==> src/udpdq_pkg.sv <==
package udpdq_pkg;

  localparam logic [1:0] ACT_BIND    = 2'd0;
  localparam logic [1:0] ACT_DELIVER = 2'd1;
  localparam logic [1:0] ACT_RECV    = 2'd2;

  localparam logic [2:0] STS_OK     = 3'd0;
  localparam logic [2:0] STS_BOUND  = 3'd1;
  localparam logic [2:0] STS_FULL   = 3'd2;
  localparam logic [2:0] STS_DROP   = 3'd3;
  localparam logic [2:0] STS_NOBIND = 3'd4;
  localparam logic [2:0] STS_EMPTY  = 3'd5;

  typedef struct packed {
    logic [1:0]  action;
    logic [15:0] port;
    logic        is_udp;
    logic [15:0] buffer_handle;
  } req_item_t;

  typedef struct packed {
    logic [2:0]  status;
    logic [15:0] handle_out;
    logic [3:0]  socket_index;
  } rsp_item_t;

  // walk results of the slot table; done pulses when match/free are final
  typedef struct packed {
    logic done;
    logic match;
    logic free;
  } scan_flags_t;

endpackage

==> src/udpdq_slot_table.sv <==
module udpdq_slot_table #(
  parameter int NUM_SOCKETS = 16,
  parameter int SW = (NUM_SOCKETS > 1) ? $clog2(NUM_SOCKETS) : 1
) (
  input  logic                   clk,
  input  logic                   rst,
  input  logic                   start,
  input  logic [15:0]            key,
  input  logic                   bind_we,
  input  logic [SW-1:0]          bind_idx,
  input  logic [15:0]            bind_port,
  output udpdq_pkg::scan_flags_t flags,
  output logic [SW-1:0]          match_idx,
  output logic [SW-1:0]          free_idx
);

  localparam int CW = $clog2(NUM_SOCKETS + 1);

  logic [NUM_SOCKETS-1:0] slot_valid;
  logic [15:0]            port_mem [NUM_SOCKETS];

  logic          busy;
  logic [CW-1:0] cnt;
  logic          rd_live;
  logic [SW-1:0] rd_idx;
  logic [15:0]   rd_port;
  logic          done;
  logic          match;
  logic          free;

  // read stage: one slot port per cycle
  always_ff @(posedge clk) begin
    rd_port <= port_mem[cnt[SW-1:0]];
    rd_idx  <= cnt[SW-1:0];
    if (bind_we) begin
      port_mem[bind_idx] <= bind_port;
    end
  end

  always_ff @(posedge clk) begin
    if (rst) begin
      slot_valid <= '0;
      busy       <= 1'b0;
      cnt        <= '0;
      rd_live    <= 1'b0;
      done       <= 1'b0;
      match      <= 1'b0;
      free       <= 1'b0;
    end else begin
      if (start) begin
        busy  <= 1'b1;
        cnt   <= '0;
        match <= 1'b0;
        free  <= 1'b0;
      end else if (busy) begin
        cnt <= cnt + 1'b1;
        if (cnt == CW'(NUM_SOCKETS - 1)) begin
          busy <= 1'b0;
        end
      end
      rd_live <= busy && !start;
      done    <= rd_live && (rd_idx == SW'(NUM_SOCKETS - 1));
      // compare stage; first hit in index order wins
      if (rd_live) begin
        if (!match && slot_valid[rd_idx] && (rd_port == key)) begin
          match     <= 1'b1;
          match_idx <= rd_idx;
        end
        if (!free && !slot_valid[rd_idx]) begin
          free     <= 1'b1;
          free_idx <= rd_idx;
        end
      end
      if (bind_we) begin
        slot_valid[bind_idx] <= 1'b1;
      end
    end
  end

  assign flags.done  = done;
  assign flags.match = match;
  assign flags.free  = free;

  a_done_after_last: assert property (@(posedge clk) disable iff (rst)
    done |-> $past(rd_live) && ($past(rd_idx) == SW'(NUM_SOCKETS - 1)))
    else $error("scan done without a last-slot compare");

  a_bind_free_slot: assert property (@(posedge clk) disable iff (rst)
    bind_we |-> !slot_valid[bind_idx])
    else $error("bind into a slot already in use");

  a_no_live_idle: assert property (@(posedge clk) disable iff (rst)
    rd_live |-> $past(busy))
    else $error("compare stage live without a read");

endmodule

==> config.mk <==
export PLATFORM = sky130hd
export DESIGN_NAME = udpdq_slot_table
export DESIGN_NICKNAME = d
export VERILOG_FILES = /design/src/udpdq_pkg.sv /design/src/udpdq_slot_table.sv
export SDC_FILE = /design/constraint.sdc
export NUM_CORES = 1
export LEC_CHECK = 0
export BUFFER_PORTS_ARGS = -buffer_cell sky130_fd_sc_hd__buf_2
export CAP_MARGIN = 5
export CORE_MARGIN = 5
export CORE_UTILIZATION = 41
export DETAILED_ROUTE_END_ITERATION = 8
export GPL_ROUTABILITY_DRIVEN = 1
export HOLD_SLACK_MARGIN = 0.03
export PLACE_DENSITY = 0.59
export SYNTH_ARGS = -nofsm -noshare
export SYNTH_HDL_FRONTEND = slang
export SYNTH_SLANG_ARGS = --single-unit
==> constraint.sdc <==
create_clock -name clk -period 4.46 [get_ports clk]
set_input_delay 0.669 -clock clk [delete_from_list [all_inputs] [get_ports clk]]
set_output_delay 0.669 -clock clk [all_outputs]
set_load 0.01 [all_outputs]
After elaboration in Yosys (flattened, before gate mapping)

Memory sizes are Yosys's and may differ from the RTL's. A register that Yosys moved wholly into a read port is not among the register bits.
Index checks and enable logic that the tools add are counted.

Bits in registers: 38
RAM bits: 256
Bits of input ports: 40
Output and inout bits: 11
Word-level logic and storage cells: 48
Memories: 1

Memory list:

| name     | words | width | read ports | clocked after memory_dff | wr ports | line                   | text |
|---|---|---|---|---|---|---|---|
| port_mem | 16    | 16    | 1          | 1                        | 1        | udpdq_slot_table.sv:20 | `logic [15:0] port_mem [NUM_SOCKETS];` |

Add/sub/neg operators: 1
Order comparisons: 3
Equal/unequal tests: 3
Multiplexer cells: 15
Bitwise logic cells: 2
Reduce and logical (&&, ||, !) cells: 13

Operators with widths:

| kind                | number |
|---|---|
| $eq 16x16->1        | 1 |
| $or 16x16->16       | 1 |
| $mux 1              | 13 |
| $lt 4x5->1 const B  | 2 |
| $logic_and 1x1->1   | 6 |
| $reduce_and 3->1    | 2 |
| $add 5x1->5 const B | 1 |
| $eq 5x4->1 const B  | 1 |
| $bmux 1 s4          | 1 |
| $demux 1 s4         | 1 |
| $eq 4x4->1 const B  | 1 |
| $ge 4x1->1 const B  | 1 |
| $logic_not 1->1     | 4 |
| $reduce_or 2->1     | 1 |
| $not 1->1           | 1 |

Longest topological paths before layout

Gate-level depths: netlist (run 1).

Depth after elaboration: 6
Mapped depth: 7
Gate-level depth less buffers: 6

Worst setup path after synthesis (run 1)

Ideal clock, no wire load.

Path kind: input to register
Start: in bind_idx[2]
End: mem port_mem[0][0], enable pin
Library setup time: 412 ps
Arrival time: 2364 ps
Data required time: 4048 ps
Path slack: 1684 ps
Stages: 2
Buffers on the path: 0
Cell sequence: or3b_2 -> nor3_1

RTL lines:

| element         | line                   | text |
|---|---|---|
| start, declared | udpdq_slot_table.sv:10 | `input logic [SW-1:0] bind_idx,` |
| end, declared   | udpdq_slot_table.sv:20 |  |

Straight into the memory's write port.

Worst setup path in the final report (run 1)

Start: reg rd_port[7] (read register of port_mem)
End: reg match_idx[2], enable pin

Cells in the longest elaborated chain, start to end: 3

RTL lines:

| element                           | line                   | text |
|---|---|---|
| start, declared                   | udpdq_slot_table.sv:26 | `logic [15:0] rd_port;` |
| $eq 16x16->1                      | udpdq_slot_table.sv:65 | `if (!match && slot_valid[rd_idx] && (rd_port == key)) begin` |
| $logic_and 1x1->1                 | udpdq_slot_table.sv:65 |  |
| $reduce_and 3->1 (no source line) | --                     |  |
| end signal, assigned              | udpdq_slot_table.sv:67 | `match_idx <= rd_idx;` |
| end, declared                     | udpdq_slot_table.sv:13 | `output logic [SW-1:0] match_idx,` |

No other way between the ends.
A chain may end at the register's enable or synchronous reset.

==> impl_results.html, run 1 <==
<table>
<tr><th>Metric</th><th>Value</th></tr>
<tr><th colspan="2">Drt</th></tr>
<tr><td>Routed wirelength normalized by instance count</td><td>23.3 um</td></tr>
<tr><td>Vias per std cell</td><td>5.22</td></tr>
<tr><td>WL final</td><td>23,500 um</td></tr>
<tr><td>Residual DRC count</td><td>0</td></tr>
<tr><td>Total number of vias</td><td>5,260</td></tr>
<tr><td>Number of routed nets with antenna violations</td><td>0</td></tr>
<tr><td>Drt first-iter violations</td><td>295</td></tr>
<tr><td>Number of detailed-routing iterations run before antenna repair</td><td>5</td></tr>
<tr><th colspan="2">Logic synthesis</th></tr>
<tr><td>Most area-consuming cells after synthesis</td><td>sky130_fd_sc_hd__edfxtp_1 (68%), sky130_fd_sc_hd__mux4_2 (14%), sky130_fd_sc_hd__dfxtp_1 (7.9%), sky130_fd_sc_hd__mux4_1 (2.9%), sky130_fd_sc_hd__nor2_1 (1.6%)</td></tr>
<tr><td>Synthesized area divided by synthesized cell count</td><td>21.9 um2</td></tr>
<tr><td>Number of distinct library cells after synthesis</td><td>36</td></tr>
<tr><td>Sequential area share after synthesis</td><td>76.1%</td></tr>
<tr><td>Number of synthesis warnings</td><td>0</td></tr>
<tr><td>Main combinational cell family by area after synthesis</td><td>multiplexers</td></tr>
<tr><td>Prevailing post-synth register cell</td><td>sky130_fd_sc_hd__edfxtp_1</td></tr>
<tr><td>Post-synthesis instance area</td><td>11,600 um2</td></tr>
<tr><td>Share of the synthesized netlist area taken by xor and xnor gates</td><td>1.43%</td></tr>
<tr><td>Register bit total from synthesis</td><td>310</td></tr>
<tr><td>Synthesized-area fraction occupied by ao, oa, aoi and oai cells</td><td>0.387%</td></tr>
<tr><td>Net Count, Synth</td><td>574</td></tr>
<tr><td>Gate count after technology mapping</td><td>532</td></tr>
<tr><td>Share of cell area taken by muxes after synthesis</td><td>16.9%</td></tr>
<tr><td>Post-synthesis share of cell area spent on full adders, half adders and majority gates</td><td>0.215%</td></tr>
<tr><td>Largest area contributor in the synthesized netlist</td><td>sky130_fd_sc_hd__edfxtp_1</td></tr>
<tr><td>Simple-Gate Fraction of Synth Area</td><td>3.12%</td></tr>
<tr><td>Portion of synthesized cell area occupied by the leading cell type</td><td>68.1%</td></tr>
<tr><td>Async set-reset flop share out of synthesis</td><td>0%</td></tr>
<tr><td>EDFF count, synth</td><td>264</td></tr>
<tr><th colspan="2">Critical path</th></tr>
<tr><td>Launching element of the worst setup path</td><td>rd_port[7]</td></tr>
<tr><td>Startpoint of the lowest-slack register-to-register path</td><td>rd_port[7]</td></tr>
<tr><td>Crit path arrival time</td><td>2590 ps</td></tr>
<tr><td>Worst setup SP type</td><td>register</td></tr>
<tr><td>Capturing point of the worst reg2reg path</td><td>match_idx[2]</td></tr>
<tr><td>Cell depth of the worst flop-to-flop path</td><td>4</td></tr>
<tr><td>CP Capture Type</td><td>register</td></tr>
<tr><td>Startpoint-to-endpoint class of the critical path</td><td>register to register</td></tr>
<tr><td>Largest fanout of any net on the critical path</td><td>5</td></tr>
<tr><td>Worst R2R Setup Slack</td><td>2040 ps</td></tr>
<tr><td>Termination of the worst setup path</td><td>match_idx[2]</td></tr>
<tr><td>Required time worst endpoint</td><td>4630 ps</td></tr>
<tr><th colspan="2">Pwr</th></tr>
<tr><td>Static Leakage</td><td>4.32 nW</td></tr>
<tr><td>Fraction of power consumed by combinational cells</td><td>3.1%</td></tr>
<tr><td>Switching power of the nets</td><td>1.19 mW</td></tr>
<tr><td>Clock network fraction of total power</td><td>45.0%</td></tr>
<tr><td>IR drop worst, VDD</td><td>0.000313 V</td></tr>
<tr><td>Internal portion of total power</td><td>5.03 mW</td></tr>
<tr><td>Switching portion of total power</td><td>19.1%</td></tr>
<tr><td>Pwr per Cell Area</td><td>462 nW/um2</td></tr>
<tr><td>Sequential share of power</td><td>51.9%</td></tr>
<tr><th colspan="2">Die</th></tr>
<tr><td>Top-level port count</td><td>51</td></tr>
<tr><td>Initial core utilization</td><td>41.7%</td></tr>
<tr><td>Core Area</td><td>27,900 um2</td></tr>
<tr><td>Die area</td><td>31,800 um2</td></tr>
<tr><td>Height of the die</td><td>178 um</td></tr>
<tr><td>Overall die width</td><td>178 um</td></tr>
<tr><td>Number of placement rows</td><td>61</td></tr>
<tr><th colspan="2">Clock tree</th></tr>
<tr><td>CTS Root Cell</td><td>sky130_fd_sc_hd__clkbuf_16</td></tr>
<tr><td>Quantity of hold-fixing buffers added after cts</td><td>0</td></tr>
<tr><td>Clock tree from TritonCTS</td><td>yes</td></tr>
<tr><td>Num CTS Buffers</td><td>31</td></tr>
<tr><td>Bufs on Longest Clock Path</td><td>3</td></tr>
<tr><td>Resized Gates After CTS</td><td>0</td></tr>
<tr><td>Buffer count from post-CTS setup fixing</td><td>0</td></tr>
<tr><td>Clock insertion delay at the later pin of the skew report</td><td>550 ps</td></tr>
<tr><td>Clk sinks</td><td>310</td></tr>
<tr><td>Clk slew on worst S/H paths</td><td>60 ps</td></tr>
<tr><td>CTS H-tree lvls</td><td>1</td></tr>
<tr><th colspan="2">Final layout</th></tr>
<tr><td>Antenna diode instance count</td><td>0</td></tr>
<tr><td>Area growth from synthesis to final layout</td><td>15.8%</td></tr>
<tr><td>Leading cell type in the layout, fill and taps excluded</td><td>sky130_fd_sc_hd__edfxtp_1</td></tr>
<tr><td>Proportion of layout cells with a drive suffix above 1</td><td>33.0%</td></tr>
<tr><td>Final Util</td><td>48.2%</td></tr>
<tr><td>Final-stage net count</td><td>647</td></tr>
<tr><td>Commonest non-fill, non-tap cells in the layout</td><td>sky130_fd_sc_hd__edfxtp_1 (264), sky130_fd_sc_hd__mux4_2 (70), sky130_fd_sc_hd__buf_2 (50)</td></tr>
<tr><th colspan="2">Timing</th></tr>
<tr><td>Highest clock rate</td><td>413 MHz</td></tr>
<tr><td>Crit path setup slack, layout</td><td>2040 ps</td></tr>
<tr><td>Post-layout minimum cycle time</td><td>2420 ps</td></tr>
<tr><td>Worst rel slew slack</td><td>28.9%</td></tr>
<tr><td>Max-slew violation count</td><td>0</td></tr>
<tr><td>Hold Vio Cnt, Final</td><td>0</td></tr>
<tr><td>Final-layout setup total negative slack</td><td>0 ps</td></tr>
<tr><td>Setup Viol. Count Final</td><td>0</td></tr>
<tr><td>Setup repair after global routing missed its margin</td><td>false</td></tr>
<tr><td>Max Clock Skew</td><td>15.2 ps</td></tr>
<tr><td>Transition time at the pin with the least slew margin</td><td>1060 ps</td></tr>
<tr><td>Post-route fraction of the period consumed by the critical path</td><td>54.3%</td></tr>
<tr><th colspan="2">Run status</th></tr>
<tr><td>Status</td><td>finished, final reports clean</td></tr>
<tr><th colspan="2">Place</th></tr>
<tr><td>Count of port buffers added during placement</td><td>50</td></tr>
<tr><td>Worst slack at placement</td><td>1570 ps</td></tr>
<tr><td>Placer's final routability congestion estimate</td><td>0.727</td></tr>
<tr><td>Post-detail-place hpwl</td><td>13,500 um</td></tr>
<tr><th colspan="2">Job</th></tr>
<tr><td>Number of max-capacitance violations reported</td><td>0</td></tr>
<tr><th colspan="2">GRT</th></tr>
<tr><td>Global Route Usage Sum</td><td>15.0%</td></tr>
<tr><td>Residual overflow from global routing</td><td>0</td></tr>
<tr><td>Global-route wire length before repair</td><td>35,200 um</td></tr>
<tr><td>Largest net degree at the start of global routing</td><td>41</td></tr>
<tr><td>Number of antenna violations at the first check in global routing</td><td>2</td></tr>
<tr><td>Via count of the first global-routing pass</td><td>5,552</td></tr>
<tr><th colspan="2">Min path</th></tr>
<tr><td>Min-delay worst type</td><td>primary input to register</td></tr>
</table>
worst min path at each step:
stage                   startpoint             end  slack [ps]  depth (start not counted)
finish                       start            busy         380                          3
global route                 start            busy         390                          3
detailed placement  slot_valid[12]  slot_valid[12]         460                          2
CTS                          start            busy         370                          3
floorplan                   cnt[2]       rd_idx[2]         330                          0
global placement     slot_valid[8]   slot_valid[8]         450                          2
final cells by class:
class	count	area [um2]
Timing Repair Buffer	65	388
Inverter	2	7.51
Tap cell	378	473
Clock buffer	37	838
Clock inverter	21	290
Fill cell	2313	14500
Multi-Input combinational cell	195	2620
Sequential cell	310	8850
flip-flops by register name (all words and copies together), names as in the netlist:
register	count
free_idx	4
busy	1
match	1
done	1
rd_live	1
slot_valid	16
free	1
match_idx	4
rd_idx	4
port_mem	256
rd_port	16
cnt	5
cells by family (layout without fill, tap and decap cells):
group,count (synthesis),count (layout)
fa+ha+maj,2,2
compound gates,7,7
buf+inv,27,125
simple gates,80,80
xor+xnor,19,19
mux,87,87
flops,310,310
worst max-delay path, stage by stage, from the launching register on:
cell and delay [ps]:
sky130_fd_sc_hd__dfxtp_1 320, sky130_fd_sc_hd__xor2_1 140, sky130_fd_sc_hd__nor4_1 750, sky130_fd_sc_hd__nand4_1 180, sky130_fd_sc_hd__nor3b_1 640
cell usage after synthesis (3+ instances only):
library cell / number
sky130_fd_sc_hd__clkbuf_1: 3
sky130_fd_sc_hd__mux4_2: 70
sky130_fd_sc_hd__buf_4: 5
sky130_fd_sc_hd__nand2b_1: 4
sky130_fd_sc_hd__buf_6: 5
sky130_fd_sc_hd__xnor2_1: 4
sky130_fd_sc_hd__nor2_1: 51
sky130_fd_sc_hd__nand2_1: 4
sky130_fd_sc_hd__nor3_1: 6
sky130_fd_sc_hd__dfxtp_1: 46
sky130_fd_sc_hd__nor4_1: 3
sky130_fd_sc_hd__xor2_1: 15
sky130_fd_sc_hd__edfxtp_1: 264
sky130_fd_sc_hd__buf_2: 7
sky130_fd_sc_hd__buf_12: 3
sky130_fd_sc_hd__mux4_1: 13
per-layer routing:
metal | track usage (%) | up-vias | share of wire [%]
met5 | 0 | - | 0.055
met4 | 3.45 | 2 | 1.7
met3 | 2.33 | 40 | 4.6
met2 | 24.6 | 116 | 49
met1 | 21.6 | 2771 | 45
li1 | - | 2331 | -
power groups by stage:
stage                     Combinational (mW)  Sequential [mW]  Clock [mW]
after floorplan                        0.120             3.28           0
after global placement                 0.190             3.29           0
after detailed placement               0.197             3.29           0
after CTS                              0.198             3.23        2.85
after global routing                   0.211             3.24        2.98
final                                  0.193             3.23        2.80
per-stage QoR:
stage / power (mW) / instance area [um2] / hold WS (ps) / std cells
final: 6.22 / 13500 / 379 / 1008
after CTS: 6.28 / 13500 / 366 / 1008
after detailed placement: 3.49 / 12300 / 459 / 950
after floorplan: 3.40 / 11600 / 332 / 532
after global placement: 3.48 / 12300 / 446 / 950
after global routing: 6.42 / 13500 / 387 / 1008
(Power assumes the default switching activity.)
==> run 2: changes to the inputs <==
--- a/config.mk
+++ b/config.mk
@@ -5,6 +5,7 @@
 export SDC_FILE = /design/constraint.sdc
 export NUM_CORES = 1
 export LEC_CHECK = 0
+export ABC_AREA = 1
 export BUFFER_PORTS_ARGS = -buffer_cell sky130_fd_sc_hd__buf_2
 export CAP_MARGIN = 5
 export CORE_MARGIN = 5
==> constraint.sdc (replaced) <==
create_clock -name clk -period 2.4 [get_ports clk]
set_input_delay 0.36 -clock clk [delete_from_list [all_inputs] [get_ports clk]]
set_output_delay 0.36 -clock clk [all_outputs]
set_load 0.01 [all_outputs]
==> run 2 against run 1 <==
  * Maximum frequency up 35%
  * Setup slack worse by 1400 ps
  * First-iteration DRC count increased by 98%
  * Cell area is 4.0% higher
  * Hold slack worse by 290 ps
  * Sequential power rose by 86%
  * Power rose by 77%
  * Area after synthesis grew 5.8%
==> impl_results.html, run 2 <==
<table>
<tr><th>Metric</th><th>Value</th></tr>
<tr><th colspan="2">Logic synthesis</th></tr>
<tr><td>Most common cell in the netlist</td><td>sky130_fd_sc_hd__edfxtp_1</td></tr>
<tr><td>Post-synthesis instance area</td><td>12,300 um2</td></tr>
<tr><td>EDFF count, synth</td><td>264</td></tr>
<tr><td>Register bit total from synthesis</td><td>310</td></tr>
<tr><td>Number of distinct library cells after synthesis</td><td>28</td></tr>
<tr><td>Sequential area share after synthesis</td><td>71.9%</td></tr>
<tr><td>Top post-synthesis cells by count</td><td>sky130_fd_sc_hd__edfxtp_1 (264), sky130_fd_sc_hd__nor2_1 (254), sky130_fd_sc_hd__o21ai_0 (129), sky130_fd_sc_hd__nand2_1 (105), sky130_fd_sc_hd__inv_1 (61)</td></tr>
<tr><td>Prevailing post-synth register cell</td><td>sky130_fd_sc_hd__edfxtp_1</td></tr>
<tr><td>Portion of synthesized cell area occupied by the leading cell type</td><td>64.4%</td></tr>
<tr><td>Async set-reset flop share out of synthesis</td><td>0%</td></tr>
<tr><td>Gate count after technology mapping</td><td>1,060</td></tr>
<tr><td>Most area-consuming cells after synthesis</td><td>sky130_fd_sc_hd__edfxtp_1 (64%), sky130_fd_sc_hd__nor2_1 (7.7%), sky130_fd_sc_hd__dfxtp_1 (7.5%), sky130_fd_sc_hd__o21ai_0 (5.2%), sky130_fd_sc_hd__nand2_1 (3.2%)</td></tr>
<tr><td>Net Count, Synth</td><td>1,102</td></tr>
<tr><td>Largest area contributor in the synthesized netlist</td><td>sky130_fd_sc_hd__edfxtp_1</td></tr>
<tr><td>Number of synthesis warnings</td><td>0</td></tr>
<tr><td>Synthesized area divided by synthesized cell count</td><td>11.6 um2</td></tr>
<tr><th colspan="2">Critical path</th></tr>
<tr><td>Required time worst endpoint</td><td>2620 ps</td></tr>
<tr><td>Worst R2R Setup Slack</td><td>600 ps</td></tr>
<tr><td>Worst setup SP type</td><td>register</td></tr>
<tr><td>Cell depth of the worst flop-to-flop path</td><td>8</td></tr>
<tr><td>CP Capture Type</td><td>register</td></tr>
<tr><td>Capturing point of the worst reg2reg path</td><td>match_idx[2]</td></tr>
<tr><td>Startpoint-to-endpoint class of the critical path</td><td>register to register</td></tr>
<tr><td>Crit path arrival time</td><td>2020 ps</td></tr>
<tr><td>Startpoint of the lowest-slack register-to-register path</td><td>rd_idx[0]</td></tr>
<tr><td>Largest fanout of any net on the critical path</td><td>16</td></tr>
<tr><th colspan="2">GRT</th></tr>
<tr><td>Global Route Usage Sum</td><td>16.8%</td></tr>
<tr><td>Global-route wire length before repair</td><td>44,200 um</td></tr>
<tr><td>Number of antenna violations at the first check in global routing</td><td>0</td></tr>
<tr><td>Via count of the first global-routing pass</td><td>7,486</td></tr>
<tr><td>Largest net degree at the start of global routing</td><td>128</td></tr>
<tr><td>Residual overflow from global routing</td><td>0</td></tr>
<tr><th colspan="2">Timing</th></tr>
<tr><td>Setup repair after global routing missed its margin</td><td>false</td></tr>
<tr><td>Post-route fraction of the period consumed by the critical path</td><td>74.9%</td></tr>
<tr><td>Hold Vio Cnt, Final</td><td>0</td></tr>
<tr><td>Worst rel slew slack</td><td>59.6%</td></tr>
<tr><td>Max Clock Skew</td><td>10.7 ps</td></tr>
<tr><td>Post-layout minimum cycle time</td><td>1800 ps</td></tr>
<tr><td>Max-slew violation count</td><td>0</td></tr>
<tr><td>Transition time at the pin with the least slew margin</td><td>606 ps</td></tr>
<tr><td>Setup Viol. Count Final</td><td>0</td></tr>
<tr><td>Final-layout setup total negative slack</td><td>0 ps</td></tr>
<tr><td>Highest clock rate</td><td>557 MHz</td></tr>
<tr><th colspan="2">Clock tree</th></tr>
<tr><td>Clock insertion delay at the later pin of the skew report</td><td>540 ps</td></tr>
<tr><td>Clock tree from TritonCTS</td><td>yes</td></tr>
<tr><td>Quantity of hold-fixing buffers added after cts</td><td>0</td></tr>
<tr><td>Buffer count from post-CTS setup fixing</td><td>0</td></tr>
<tr><td>Clk slew on worst S/H paths</td><td>60 ps</td></tr>
<tr><td>Bufs on Longest Clock Path</td><td>3</td></tr>
<tr><td>Resized Gates After CTS</td><td>0</td></tr>
<tr><td>CTS Root Cell</td><td>sky130_fd_sc_hd__clkbuf_16</td></tr>
<tr><td>CTS H-tree lvls</td><td>1</td></tr>
<tr><td>Clk sinks</td><td>310</td></tr>
<tr><td>Num CTS Buffers</td><td>31</td></tr>
<tr><th colspan="2">Drt</th></tr>
<tr><td>Number of detailed-routing iterations run before antenna repair</td><td>5</td></tr>
<tr><td>Number of routed nets with antenna violations</td><td>0</td></tr>
<tr><td>WL final</td><td>28,600 um</td></tr>
<tr><td>Residual DRC count</td><td>0</td></tr>
<tr><td>Drt first-iter violations</td><td>583</td></tr>
<tr><td>Total number of vias</td><td>7,877</td></tr>
<tr><td>Routed wirelength normalized by instance count</td><td>18.7 um</td></tr>
<tr><td>Vias per std cell</td><td>5.15</td></tr>
<tr><th colspan="2">Die</th></tr>
<tr><td>Height of the die</td><td>183 um</td></tr>
<tr><td>Core Area</td><td>29,600 um2</td></tr>
<tr><td>Number of placement rows</td><td>63</td></tr>
<tr><td>Die area</td><td>33,600 um2</td></tr>
<tr><td>Initial core utilization</td><td>41.5%</td></tr>
<tr><td>Overall die width</td><td>183 um</td></tr>
<tr><td>Top-level port count</td><td>51</td></tr>
<tr><th colspan="2">Final layout</th></tr>
<tr><td>Register with the most flip-flops</td><td>port_mem</td></tr>
<tr><td>Antenna diode instance count</td><td>0</td></tr>
<tr><td>Final-stage net count</td><td>1,157</td></tr>
<tr><td>Area growth from synthesis to final layout</td><td>13.7%</td></tr>
<tr><td>Number of fill cells in the layout</td><td>2,688</td></tr>
<tr><td>Max reg flops</td><td>256</td></tr>
<tr><td>Number of standard cells in the final layout excluding fillers</td><td>1,529</td></tr>
<tr><td>Leading cell type in the layout, fill and taps excluded</td><td>sky130_fd_sc_hd__edfxtp_1</td></tr>
<tr><td>Top Registers</td><td>port_mem (256), rd_port (16), slot_valid (16)</td></tr>
<tr><td>Register cell area after layout</td><td>8850 um2</td></tr>
<tr><td>Commonest non-fill, non-tap cells in the layout</td><td>sky130_fd_sc_hd__edfxtp_1 (264), sky130_fd_sc_hd__nor2_1 (238), sky130_fd_sc_hd__o21ai_0 (129)</td></tr>
<tr><td>Proportion of layout cells with a drive suffix above 1</td><td>12.7%</td></tr>
<tr><td>Multi-input gate area</td><td>2940 um2</td></tr>
<tr><th colspan="2">Min path</th></tr>
<tr><td>Launch instance of the worst min-delay path</td><td>start</td></tr>
<tr><td>Min-delay worst type</td><td>primary input to register</td></tr>
<tr><td>Hold depth</td><td>3</td></tr>
<tr><td>Hold worst-path end</td><td>busy</td></tr>
<tr><th colspan="2">Run status</th></tr>
<tr><td>Status</td><td>finished, final reports clean</td></tr>
<tr><th colspan="2">Place</th></tr>
<tr><td>Post-detail-place hpwl</td><td>17,300 um</td></tr>
<tr><td>Total placed cells including tap cells</td><td>1,472</td></tr>
<tr><td>Count of port buffers added during placement</td><td>50</td></tr>
<tr><td>Placer's final routability congestion estimate</td><td>0.846</td></tr>
<tr><th colspan="2">Pwr</th></tr>
<tr><td>Static Leakage</td><td>4.94 nW</td></tr>
<tr><td>Pwr per Cell Area</td><td>785 nW/um2</td></tr>
<tr><td>IR drop worst, VDD</td><td>0.000567 V</td></tr>
<tr><td>Overall power after layout</td><td>11.0 mW</td></tr>
<tr><th colspan="2">Job</th></tr>
<tr><td>Number of max-capacitance violations reported</td><td>0</td></tr>
</table>
## run 2: area by class of cell
| class | instances | area share [%] |
|---|---|---|
| clock buffer | 43 | 6.00 |
| multi-input combinational | 626 | 21.0 |
| tap | 390 | 3.48 |
| clock inverter | 14 | 0.661 |
| timing repair buffer | 80 | 3.84 |
| sequential | 310 | 63.2 |
| inverter | 66 | 1.79 |
## run 2: cell families (layout without fill, tap and decap cells)
logic type               Yosys count  count (layout)  synth area share, %
AO/OA/AOI/OAI                    207             207                 9.95
adder cells (fa/ha/maj)            2               2                0.203
buffers and inverters            124             203                 4.56
flip-flops                       310             310                 71.9
AND/OR/NAND/NOR                  417             417                 13.4
## run 2: how the worst max path moves through the flow
stage	slack, ps	start	cells past startpoint	to
floorplan	630	bind_we	4	port_mem[12][0]
global placement	620	rd_idx[0]	8	match_idx[1]
detailed placement	590	rd_idx[0]	8	match_idx[1]
CTS	560	rd_idx[0]	8	match_idx[3]
global route	380	rd_idx[0]	8	match_idx[1]
finish	600	rd_idx[0]	8	match_idx[2]
## run 2: critical path: stages (launching register included)
cell and delay, ps:
sky130_fd_sc_hd__dfxtp_1 600, sky130_fd_sc_hd__inv_1 160, sky130_fd_sc_hd__nand2_1 100, sky130_fd_sc_hd__nand3_1 60
sky130_fd_sc_hd__nand3_1 80, sky130_fd_sc_hd__nand3_1 90, sky130_fd_sc_hd__nand2_1 90, sky130_fd_sc_hd__inv_1 40
sky130_fd_sc_hd__nor2_1 240
## run 2: report_power, final
group / total, mW / switching (mW) / internal (mW)
Clock: 4.44 / 1.90 / 2.54
Combinational: 0.541 / 0.381 / 0.161
Sequential: 6.01 / 0.0490 / 5.96
## run 2: per-layer routing
layer / share of wire [%] / vias up / track usage, % / routed length [um]
met5: 0 / - / 0 / 0
met4: 1.6 / 0 / 3.58 / 462
met3: 6.1 / 41 / 2.46 / 1750
met2: 46 / 205 / 26.5 / 13100
met1: 47 / 3807 / 25.0 / 13300
li1: - / 3824 / - / -
## run 2: metrics by stage
| stage | hold slack [ps] | instance area (um2) | worst slack (ps) | util [%] |
|---|---|---|---|---|
| floorplan | 326 | 12300 | 630 | - |
| global placement | 417 | 13100 | 617 | 44.1 |
| detailed placement | 419 | 13100 | 585 | 44.1 |
| CTS | 63.1 | 14000 | 564 | 47.3 |
| global route | 132 | 14000 | 376 | 47.3 |
| finish | 84.0 | 14000 | 603 | 47.3 |
